`src/hdl/mntg_pkg.sv`:
```
// shared constants, types and helpers for the midi note to gate converter
// no dependencies; imported by mntg_cellmap, mntg_engine and the top level
package mntg_pkg;

    localparam int CELLS    = 16;
    localparam int CHANNELS = 16;

    localparam int CELL_W  = (CELLS > 1) ? $clog2(CELLS) : 1;
    localparam int CH_W    = (CHANNELS > 1) ? $clog2(CHANNELS) : 1;
    localparam int ADDR_W  = (CELLS * CHANNELS > 1) ? $clog2(CELLS * CHANNELS) : 1;
    localparam int CMP_W   = CELL_W + 4;
    localparam int MASK_W  = 16;
    localparam int NOTE_W  = 7;
    localparam int PULSE_W = 16;
    localparam int CFG_W   = 16;

    localparam logic [2:0] FN_MIDI  = 3'd0;
    localparam logic [2:0] FN_TICK  = 3'd1;
    localparam logic [2:0] FN_READ  = 3'd2;
    localparam logic [2:0] FN_ARM   = 3'd3;
    localparam logic [2:0] FN_PANIC = 3'd4;

    localparam logic [3:0] ST_OFF = 4'h8;
    localparam logic [3:0] ST_ON  = 4'h9;

    localparam logic [1:0] CFG_VELOCITY_MODE = 2'd0;
    localparam logic [1:0] CFG_MPE_MODE      = 2'd1;
    localparam logic [1:0] CFG_MIN_PULSE     = 2'd2;

    localparam logic [PULSE_W-1:0] MIN_PULSE_RESET = 16'd48;
    localparam logic [NOTE_W-1:0]  FULL_LEVEL      = 7'd127;
    localparam int                 BASE_NOTE       = 36;

    typedef enum logic [2:0] {
        OP_SCAN,
        OP_PRESS,
        OP_RELEASE,
        OP_TICK,
        OP_CLEAR
    } op_t;

    typedef struct packed {
        op_t               op;
        logic [3:0]        ch;
        logic              ch_ok;
        logic              all_ch;
        logic [3:0]        cell_sel;
        logic [NOTE_W-1:0] note;
        logic [NOTE_W-1:0] vel;
        logic              report;
    } job_t;

    typedef struct packed {
        logic              arm;
        logic              capture;
        logic [3:0]        cell_sel;
        logic [NOTE_W-1:0] note;
    } learn_cmd_t;

    typedef struct packed {
        logic               gate;
        logic [PULSE_W-1:0] pulse;
        logic [NOTE_W-1:0]  vel;
    } entry_t;

    // drum grid: bottom row holds the lowest notes
    function automatic logic [NOTE_W-1:0] cell_note_init(input int idx);
        int n;
        n = BASE_NOTE + 12 - 4 * (idx / 4) + (idx % 4);
        return NOTE_W'(n & 127);
    endfunction

endpackage

```
`src/hdl/mntg_cellmap.sv`:
```
// note number held by each cell, learn arm and capture, note match vector
// depends on mntg_pkg
module mntg_cellmap (
    input  logic                              clk,
    input  logic                              rst_n,
    input  mntg_pkg::learn_cmd_t              learn,
    input  logic [mntg_pkg::NOTE_W-1:0]       match_note,
    output logic [mntg_pkg::CELLS-1:0]        match_vec
);
    import mntg_pkg::*;

    logic [NOTE_W-1:0] note_reg [CELLS];
    logic              armed_reg;
    logic [3:0]        target_reg;

    always_ff @(posedge clk or negedge rst_n)
    begin
        if (!rst_n)
        begin
            for (int i = 0; i < CELLS; i++)
            begin
                note_reg[i] <= cell_note_init(i);
            end
            armed_reg  <= 1'b0;
            target_reg <= '0;
        end
        else
        begin
            if (learn.arm)
            begin
                armed_reg  <= 1'b1;
                target_reg <= learn.cell_sel;
            end
            else if (learn.capture && armed_reg)
            begin
                armed_reg <= 1'b0;
                for (int i = 0; i < CELLS; i++)
                begin
                    if (CMP_W'(target_reg) == CMP_W'(i))
                    begin
                        note_reg[i] <= learn.note;
                    end
                end
            end
        end
    end

    always_comb
    begin
        for (int i = 0; i < CELLS; i++)
        begin
            match_vec[i] = (note_reg[i] == match_note);
        end
    end

endmodule

```
`config.mk`:
```
export PLATFORM = sky130hd
export DESIGN_NAME = mntg_cellmap
export DESIGN_NICKNAME = d
export VERILOG_FILES = /design/src/hdl/mntg_pkg.sv /design/src/hdl/mntg_cellmap.sv
export SDC_FILE = /design/constraint.sdc
export NUM_CORES = 1
export LEC_CHECK = 0
export BUFFER_PORTS_ARGS = -buffer_cell sky130_fd_sc_hd__clkbuf_2
export CAP_MARGIN = 20
export CORE_MARGIN = 2
export CORE_UTILIZATION = 30
export DETAILED_ROUTE_END_ITERATION = 8
export PLACE_DENSITY = 0.52
export SLEW_MARGIN = 20
export SYNTH_ARGS = -nofsm -noshare
export SYNTH_HDL_FRONTEND = slang
export SYNTH_SLANG_ARGS = --single-unit
```
`constraint.sdc`:
```
create_clock -name clk -period 4.8 [get_ports clk]
set_clock_uncertainty 0.05 [all_clocks]
set_input_delay 0.48 -clock clk [delete_from_list [all_inputs] [get_ports clk]]
set_output_delay 0.48 -clock clk [all_outputs]
set_load 0.005 [all_outputs]
```
==> impl_metrics.py, run 1 <==
metrics = {
    "run_status": {
        "status": "finished, final reports clean",
    },
    "synthesis": {
        "yosysUniqueCellTypes": 26,
        "yosys.area.top_type": "dfrtp_1",
        "synth_top_family_by_area": "multiplexers",
        "yosys-top-cells-area": "dfrtp_1 28%, dfstp_2 23%, mux2_2 22%, xnor2_1 9.5%, xor2_1 7.2%",
        "synthCells": 435,
        "ys_seq_elements": 117,
        "synth_warnings": 0,
        "synth_seq_area_share": 0.509,
        "synthesis.area_um2": 5880,
        "synthesis.nets": 457,
        "synth_simple_gate_area_frac": 0.0739,
        "yosys-mux-area-fraction": 0.222,
        "syn_area_per_cell_um2": 13.5,
        "synth_top_area_share": 0.277,
        "synth_fa_ha_area_frac": 0,
        "synth-compound-area-share": 0.00149,
        "synthXorXnorAreaFrac": 0.167,
    },
    "routing": {
        "firstDrtPassIters": 4,
        "totalWireLength_mm": 14.0,
        "avgViaCountPerCell": 4.66,
        "ant_nets": 0,
        "wl_per_cell_um": 18.8,
        "num_vias": 3459,
        "drtIter0Drc": 119,
        "drc": 0,
    },
    "timing": {
        "max_slew_margin": 0.419,
        "fmax_mhz": 413,
        "tightest_slew_ns": 0.871,
        "fin_setup_tns_ns": 0,
        "rsz0062_at_grt": "false",
        "hold_viol": 0,
        "fin_ws_ns": 2.38,
        "fin_crit_ns": 2.42,
        "setup_viol": 0,
        "min_period_over_period": 0.504,
        "timing.hold.ws_ns": 0.141,
        "drv_slew": 0,
    },
    "floorplan": {
        "ios": 38,
        "die_w_um": 144,
        "start_util": 0.304,
        "rows": 51,
        "dieArea_um2": 20700,
        "die_h_um": 144,
        "fp.coreArea_um2": 19300,
    },
    "clock_network": {
        "cts_resized": 0,
        "clk-insertion-delay-late_ns": 0.42,
        "cts_tree": "built",
        "cts_inserted_buffers": 17,
        "clock_sinks": 117,
        "root_buffer": "clkbuf_16",
        "clkTransAtPathRegs_ns": 0.05,
        "hold_buffers": 0,
        "htree_levels": 4,
        "post_cts_buffers": 0,
        "cts.path.max_buffers": 2,
    },
    "grt": {
        "grt_pass1_vias": 3673,
        "grt_max_degree": 66,
        "track_usage": 0.147,
        "antenna_found_initial": 0,
        "overflow": 0,
        "grt_pass1_wl_mm": 21.7,
    },
    "worst_setup_path": {
        "endpoint_kind": "output pin",
        "arrival_ns": 1.89,
        "path_cells": "clkbuf_2, xnor2_1, nand4_1, nor4_1, clkbuf_2",
        "start_kind": "primary input",
        "cpLargestDelayFamily": "buffers and inverters",
        "max_stage_delay_ns": 0.56,
        "worstSetupPathType": "primary input to output pin",
        "crit_required_ns": 4.27,
        "path_common_cell": "clkbuf_2",
        "cp_num_buf_inv": 2,
        "cp_max_fo": 16,
        "slowest_stage": "clkbuf_2",
    },
    "placement": {
        "place_ws_ns": 2.36,
        "dpl_cell_area_um2": 6260,
        "placed_cells": 711,
        "routabilityCongestion": 0.737,
        "dp_hpwl_mm": 8.29,
        "io_buffer_count": 37,
    },
    "power_and_ir_drop": {
        "p_leak_nw": 2.86,
        "power_density_nw_per_um2": 476,
        "ir_drop_mv": 0.208,
    },
    "min_path": {
        "min_path_type": "primary input to async pin",
    },
    "cells_and_area": {
        "final_common_cell": "mux2_2",
        "layout_common_cells": "116 x mux2_2, 65 x dfrtp_1, 64 x xnor2_1, 52 x dfstp_2, 48 x xor2_1",
        "antenna-diode-count": 0,
        "final_area_um2": 6840,
        "n_fill_cell": 1887,
        "largest_reg_flops": 112,
        "nets": 487,
        "syn_to_final_growth_pct": 16.3,
        "drive_above_1_share": 0.539,
        "fin_cells": 742,
    },
    "job": {
        "drv_cap": 0,
    },
}
[synth_stat cells]
library cell	instances
a21o_2	1
and4b_2	1
and4bb_2	1
buf_2	18
buf_6	3
clkbuf_1	7
dfrtp_1	65
dfstp_2	52
inv_1	1
mux2_2	116
nand2_1	1
nand2_2	6
nand3_1	1
nand3_2	2
nand3b_1	2
nand4_1	16
nand4b_4	1
nand4bb_1	1
nor2_1	1
nor2_2	6
nor3_1	1
nor3_4	2
nor3b_1	2
nor4_1	16
xnor2_1	64
xor2_1	48
[cells by family after synthesis]
logic type	Yosys count
buffers and inverters	29
xor gates and xnor gates	112
DFF	117
and+or+nand+nor	60
AOI/OAI and AO/OA	1
muxes	116
[report_power, final]
part	internal (mW)	switching (mW)
sequential	1.30	0.162
clock	0.794	0.436
combinational	0.336	0.230
total	2.43	0.828
[metal layers]
| layer | vias up | global-route usage | share of wire |
|---|---|---|---|
| met3 | 16 | 0.0360 | 0.034 |
| met1 | 1804 | 0.186 | 0.47 |
| met2 | 59 | 0.241 | 0.48 |
| li1 | 1580 | - | - |
| met5 | - | 0 | 0 |
| met4 | 0 | 0.0573 | 0.018 |
[worst paths after layout]
kind	startpoint	end	slack, ns	depth (start not counted)
min reg2reg	note_reg[106]	note_reg[106]	0.47	1
min in group clk	learn[10]	target_reg[3]	0.25	2
max reg2reg	target_reg[3]	note_reg[67]	2.85	3
max in group asynchronous	rst_n	note_reg[44]	3.90	2
min	rst_n	note_reg[76]	0.14	2
max	match_note[1]	match_vec[15]	2.38	5
[cell type report]
class                      count  area (µm²)  area share
tap                          265         332      0.0485
clock buffer                  21         470      0.0688
inverter                       1        3.75    0.000549
timing repair buffer          39         203      0.0296
multi-input combinational    289        2730       0.399
sequential                   117        2990       0.438
clock inverter                10         105      0.0154
[through the flow]
stage	utilization	power, mW
after detailed placement	0.324	2.05
after global placement	0.324	2.02
final	0.354	3.26
after CTS	0.354	3.30
after global routing	0.354	3.43
after floorplan	-	1.90
Power figures use the tool's default switching activity.
==> run 2, diff against run 1 <==
Settings changed: ABC_AREA set to 1.
Clock period 4.8 ns to 2.38 ns, I/O delays scaled along.
==> run 2 against run 1 <==
Effect of this change:
- register-to-register slack got worse by 2.1 ns
- global-route usage is 2.2 points higher
- sequential cell count did not move
- critical path type unchanged
- power increased by 110%
- area after synthesis up 16%
- setup slack got worse by 1.9 ns
- non-clock buffer count up 16
==> impl_metrics.py, run 2 <==
metrics = {
    "routing": {
        "num_vias": 5864,
        "totalWireLength_mm": 19.2,
        "drtIter0Drc": 348,
        "drc": 0,
        "ant_nets": 0,
        "wl_per_cell_um": 14.5,
        "avgViaCountPerCell": 4.43,
        "firstDrtPassIters": 4,
    },
    "timing": {
        "fin_setup_tns_ns": 0,
        "max_slew_margin": 0.530,
        "drv_slew": 0,
        "fin_crit_ns": 1.92,
        "fmax_mhz": 521,
        "tightest_slew_ns": 0.702,
        "hold_viol": 0,
        "setup_viol": 0,
        "min_period_over_period": 0.807,
        "rsz0062_at_grt": "false",
    },
    "floorplan": {
        "ios": 38,
        "dieArea_um2": 23900,
        "fp.coreArea_um2": 22400,
        "start_util": 0.303,
        "die_h_um": 154,
        "rows": 55,
        "die_w_um": 154,
    },
    "min_path": {
        "min_path_type": "primary input to flop",
        "hold_depth": 2,
        "hold_path.startpoint": "learn[11]",
        "hold_end": "armed_reg",
    },
    "synthesis": {
        "yosys-top-cells-area": "nand2_1 27%, dfrtp_1 24%, dfstp_2 20%, inv_1 6.2%, nand3_1 5.4%",
        "synth_common_cells": "489 x nand2_1, 113 x inv_1, 73 x nand3_1",
        "synth_most_common_cell": "nand2_1",
        "synthesis.nets": 1016,
        "ys_seq_elements": 117,
        "synth_warnings": 0,
        "yosysUniqueCellTypes": 21,
        "synth-edff-count": 0,
        "synthesis.area_um2": 6790,
        "synth_ff_type": "dfrtp_1",
        "async_flop_share": 1.00,
        "synthCells": 994,
        "synth_seq_area_share": 0.441,
        "yosys.area.top_type": "nand2_1",
        "syn_area_per_cell_um2": 6.83,
        "synth_top_area_share": 0.270,
    },
    "power_and_ir_drop": {
        "ir_drop_mv": 0.517,
        "p_leak_nw": 3.96,
        "power_density_nw_per_um2": 866,
    },
    "cells_and_area": {
        "layout_common_cells": "489 x nand2_1, 113 x inv_1, 73 x nand3_1, 65 x dfrtp_1, 57 x nor2_1",
        "antenna-diode-count": 0,
        "nets": 1048,
        "final_common_cell": "nand2_1",
        "multi_input_area_um2": 3060,
        "n_fill_cell": 2424,
        "largest_reg_flops": 112,
        "regArea_um2": 2990,
        "syn_to_final_growth_pct": 14.4,
        "fin_util": 0.347,
        "drive_above_1_share": 0.156,
    },
    "clock_network": {
        "root_buffer": "clkbuf_16",
        "htree_levels": 4,
        "clk-insertion-delay-late_ns": 0.41,
        "cts_tree": "built",
        "clkTransAtPathRegs_ns": 0.06,
        "cts_inserted_buffers": 17,
        "clock_sinks": 117,
        "cts.path.max_buffers": 2,
    },
    "grt": {
        "grt_max_degree": 48,
        "track_usage": 0.168,
        "overflow": 0,
        "grt_pass1_wl_mm": 30.8,
        "antenna_found_initial": 0,
        "grt_pass1_vias": 5496,
    },
    "worst_setup_path": {
        "worstSetupPathType": "primary input to output pin",
        "endpoint_kind": "output pin",
        "start_kind": "primary input",
        "regToRegStartpoint": "target_reg[2]",
        "crit_required_ns": 2.09,
        "arrival_ns": 1.63,
        "reg2regPathDepth": 4,
        "cp_max_fo": 10,
        "r2r-end": "note_reg[106]",
        "regToRegSetupSlack_ns": 0.80,
    },
    "placement": {
        "routabilityCongestion": 0.776,
        "dp_hpwl_mm": 12.9,
        "io_buffer_count": 37,
    },
    "run_status": {
        "status": "finished, final reports clean",
    },
    "job": {
        "drv_cap": 0,
    },
}
==> run 2: through the flow <==
stage,power (mW),worst slack [ns],instance area (µm²),instances,hold slack (ns)
finish,6.73,0.460,7770,1324,0.0220
global route,7.19,0.315,7770,1324,0.0263
CTS,6.82,0.377,7770,1324,0.0102
detailed placement,4.25,0.400,7190,1291,0.189
global placement,4.22,0.397,7190,1291,0.194
floorplan,3.88,1.09,6790,994,-0.108
==> run 2: area by class of cell <==
class | instances | area share
multi-input combinational | 719 | 0.394
sequential | 117 | 0.385
clock buffer | 19 | 0.0570
inverter | 116 | 0.0560
tap | 285 | 0.0459
timing repair buffer | 55 | 0.0451
clock inverter | 13 | 0.0171
==> run 2: what timing repair did <==
item | CTS | global route
hold buffers | 1 | 0
buffers inserted | 0 | 0
gates resized for setup | 0 | 0
endpoints found under the hold margin | 19 | 0
==> run 2: cell families after synthesis <==
logic type,Yosys count,share of synthesized area
flops,117,0.441
compound gates,61,0.0449
simple gates,642,0.385
buf+inv,158,0.108
xor+xnor,16,0.0206
==> run 2: worst max-delay path, cell delays in order <==
cell      delay (ns)
clkbuf_2        0.26
clkinv_1        0.46
nand2_1         0.17
nand2_1         0.06
nor2_1          0.10
nand2_1         0.06
nor2_1          0.14
clkbuf_2        0.14
==> run 2: worst max-delay path by stage <==
stage	start	slack [ns]	to	cells past startpoint
floorplan	match_note[5]	1.09	match_vec[10]	7
global placement	match_note[6]	0.40	match_vec[6]	8
detailed placement	match_note[6]	0.40	match_vec[6]	8
CTS	match_note[6]	0.38	match_vec[6]	8
global route	match_note[6]	0.32	match_vec[5]	8
finish	match_note[6]	0.46	match_vec[6]	8
==> run 2: power breakdown <==
| group | switching (mW) | internal [mW] | total (mW) |
|---|---|---|---|
| clock | 0.951 | 1.56 | 2.51 |
| combinational | 0.827 | 0.521 | 1.35 |
| sequential | 0.309 | 2.56 | 2.87 |
| total | 2.09 | 4.64 | 6.73 |
==> run 2: routing by layer <==
| layer | vias up | wire [µm] | GRT usage |
|---|---|---|---|
| met5 | - | 0 | 0 |
| met4 | 0 | 299 | 0.0463 |
| met3 | 23 | 648 | 0.0319 |
| met2 | 114 | 8930 | 0.279 |
| met1 | 2670 | 9360 | 0.226 |
| li1 | 3057 | - | - |
==> run 3, diff against run 2 <==
Clock period 2.38 ns to 1.8 ns, I/O delays scaled along.
==> run 3 against run 2 <==
Effect of this change:
- utilization grew 1.2 points
- first-iteration DRC count grew 25%
- count of clock-buffer cells in the layout grew 3
- largest power group unchanged
- highest routed layer unchanged
- final cell count grew 1.4%
- global-route usage grew 0.78 points
- via count grew 2.7%
- combinational power grew 41%
- critical endpoint is now match_vec[10]
==> impl_metrics.py, run 3 (synthesis gave the netlist of run 2 again) <==
metrics = {
    "cells_and_area": {
        "fin_cells": 1342,
        "drive_above_1_share": 0.199,
        "largest_reg_flops": 112,
        "final_common_cell": "nand2_1",
        "nets": 1066,
        "syn_to_final_growth_pct": 18.3,
        "layout_common_cells": "483 x nand2_1, 102 x inv_1, 72 x nand3_1, 65 x dfrtp_1, 52 x dfstp_2",
        "antenna-diode-count": 0,
        "n_fill_cell": 2408,
    },
    "grt": {
        "track_usage": 0.176,
        "use_met2": 0.286,
        "grt_pass1_vias": 5530,
        "busiest_layer": "met2",
        "overflow": 0,
        "grtUsageMet3": 0.0291,
        "grt_pass1_wl_mm": 31.8,
        "grt_max_degree": 40,
        "antenna_found_initial": 0,
        "use_met1": 0.244,
    },
    "routing": {
        "num_vias": 6025,
        "totalWireLength_mm": 20.2,
        "drtIter0Drc": 436,
        "firstDrtPassIters": 5,
        "wl_per_cell_um": 15.1,
        "avgViaCountPerCell": 4.49,
        "drc": 0,
        "ant_nets": 0,
    },
    "floorplan": {
        "start_util": 0.303,
        "die_h_um": 154,
        "dieArea_um2": 23900,
        "rows": 55,
        "die_w_um": 154,
        "ios": 38,
        "fp.coreArea_um2": 22400,
    },
    "timing": {
        "hold_viol": 0,
        "drv_slew": 0,
        "fmax_mhz": 573,
        "fin_ws_ns": 0.0556,
        "min_period_over_period": 0.969,
        "tightest_slew_ns": 0.779,
        "max_slew_margin": 0.480,
        "fin_crit_ns": 1.74,
        "rsz0062_at_grt": "true",
        "timing.hold.ws_ns": 0.0813,
        "setup_viol": 0,
    },
    "worst_setup_path": {
        "arrival_ns": 1.51,
        "max_stage_delay_ns": 0.55,
        "crit_required_ns": 1.57,
        "worstSetupPathType": "flop to output pin",
        "regToRegSetupSlack_ns": 0.24,
        "path_cells": "inv_2, nand2_2, nand2_1, nor2_1, nand2_1, nor2_2, clkbuf_2",
        "slowest_stage": "dfstp_2",
        "r2r-end": "note_reg[97]",
        "endpoint_kind": "output pin",
        "cp_max_fo": 3,
        "start_kind": "flop",
        "regToRegStartpoint": "target_reg[0]",
        "cp-endpoint": "match_vec[10]",
        "path_common_cell": "nand2_1",
        "startpoint": "note_reg[36]",
        "reg2regPathDepth": 6,
    },
    "job": {
        "drv_cap": 0,
    },
    "power_and_ir_drop": {
        "ir_drop_mv": 0.660,
        "power_density_nw_per_um2": 1120,
        "p_leak_nw": 4.08,
    },
    "placement": {
        "routabilityCongestion": 0.779,
        "placed_cells": 1301,
        "io_buffer_count": 37,
        "place_ws_ns": 0.226,
        "dp_hpwl_mm": 13.6,
    },
    "clock_network": {
        "cts.path.max_buffers": 2,
        "clk-insertion-delay-late_ns": 0.42,
        "cts_tree": "built",
        "cts_inserted_buffers": 17,
        "clock_sinks": 117,
        "htree_levels": 4,
        "root_buffer": "clkbuf_16",
        "clkTransAtPathRegs_ns": 0.06,
    },
    "run_status": {
        "status": "finished, final reports clean",
    },
    "min_path": {
        "min_path_type": "primary input to flop",
    },
}
[run 3: cell type report]
type | count | area [µm²] | share of cell area
Clock inverter | 10 | 77.6 | 0.00966
Sequential cell | 117 | 2990 | 0.373
Multi-Input combinational cell | 719 | 3130 | 0.389
Clock buffer | 22 | 494 | 0.0615
Inverter | 116 | 435 | 0.0542
Timing Repair Buffer | 73 | 548 | 0.0682
Tap cell | 285 | 357 | 0.0444
[run 3: stage by stage]
step | TNS (ns) | power (mW) | utilization | area [µm²]
floorplan | 0 | 5.13 | - | 6790
global placement | 0 | 5.62 | 0.326 | 7310
detailed placement | 0 | 5.67 | 0.326 | 7310
CTS | -0.0148 | 9.01 | 0.354 | 7950
global route | -0.111 | 9.57 | 0.358 | 8030
finish | 0 | 8.99 | 0.358 | 8030
[run 3: timing repair]
action / 4_1_cts / 5_1_grt
pin swaps: 0 / 29
gates cloned: 0 / 0
hold endpoints to repair: 21 / 0
gates resized for setup: 2 / 40
hold buffers: 6 / 0
endpoints found under the setup margin: 2 / 14
setup buffers: 0 / 3
[run 3: worst min path at each step]
stage,startpoint,to,slack (ns),cells after the start
global route,learn[5],note_reg[68],0.07,3
detailed placement,rst_n,note_reg[17],0.13,1
global placement,rst_n,note_reg[17],0.14,1
finish,learn[5],note_reg[68],0.08,3
CTS,learn[3],note_reg[66],0.07,3
floorplan,rst_n,armed_reg,-0.17,0
[run 3: critical path: cells and delay by family, from the launching register on]
family	cells	cell delay, ns
flops	1	0.55
simple gates	5	0.38
buf+inv	2	0.17
[run 3: layer usage]
| layer | routed length, µm | up-vias |
|---|---|---|
| met5 | 0 | - |
| met4 | 228 | 0 |
| met3 | 628 | 18 |
| met2 | 9370 | 96 |
| met1 | 9970 | 2808 |
| li1 | - | 3103 |
[run 3: power by group]
group | leakage [nW] | internal (mW) | total [mW] | switching, mW
registers | 1.39 | 3.39 | 3.82 | 0.428
clock network | 0.291 | 2.06 | 3.27 | 1.22
logic | 2.40 | 0.751 | 1.90 | 1.15
total | 4.08 | 6.20 | 8.99 | 2.79
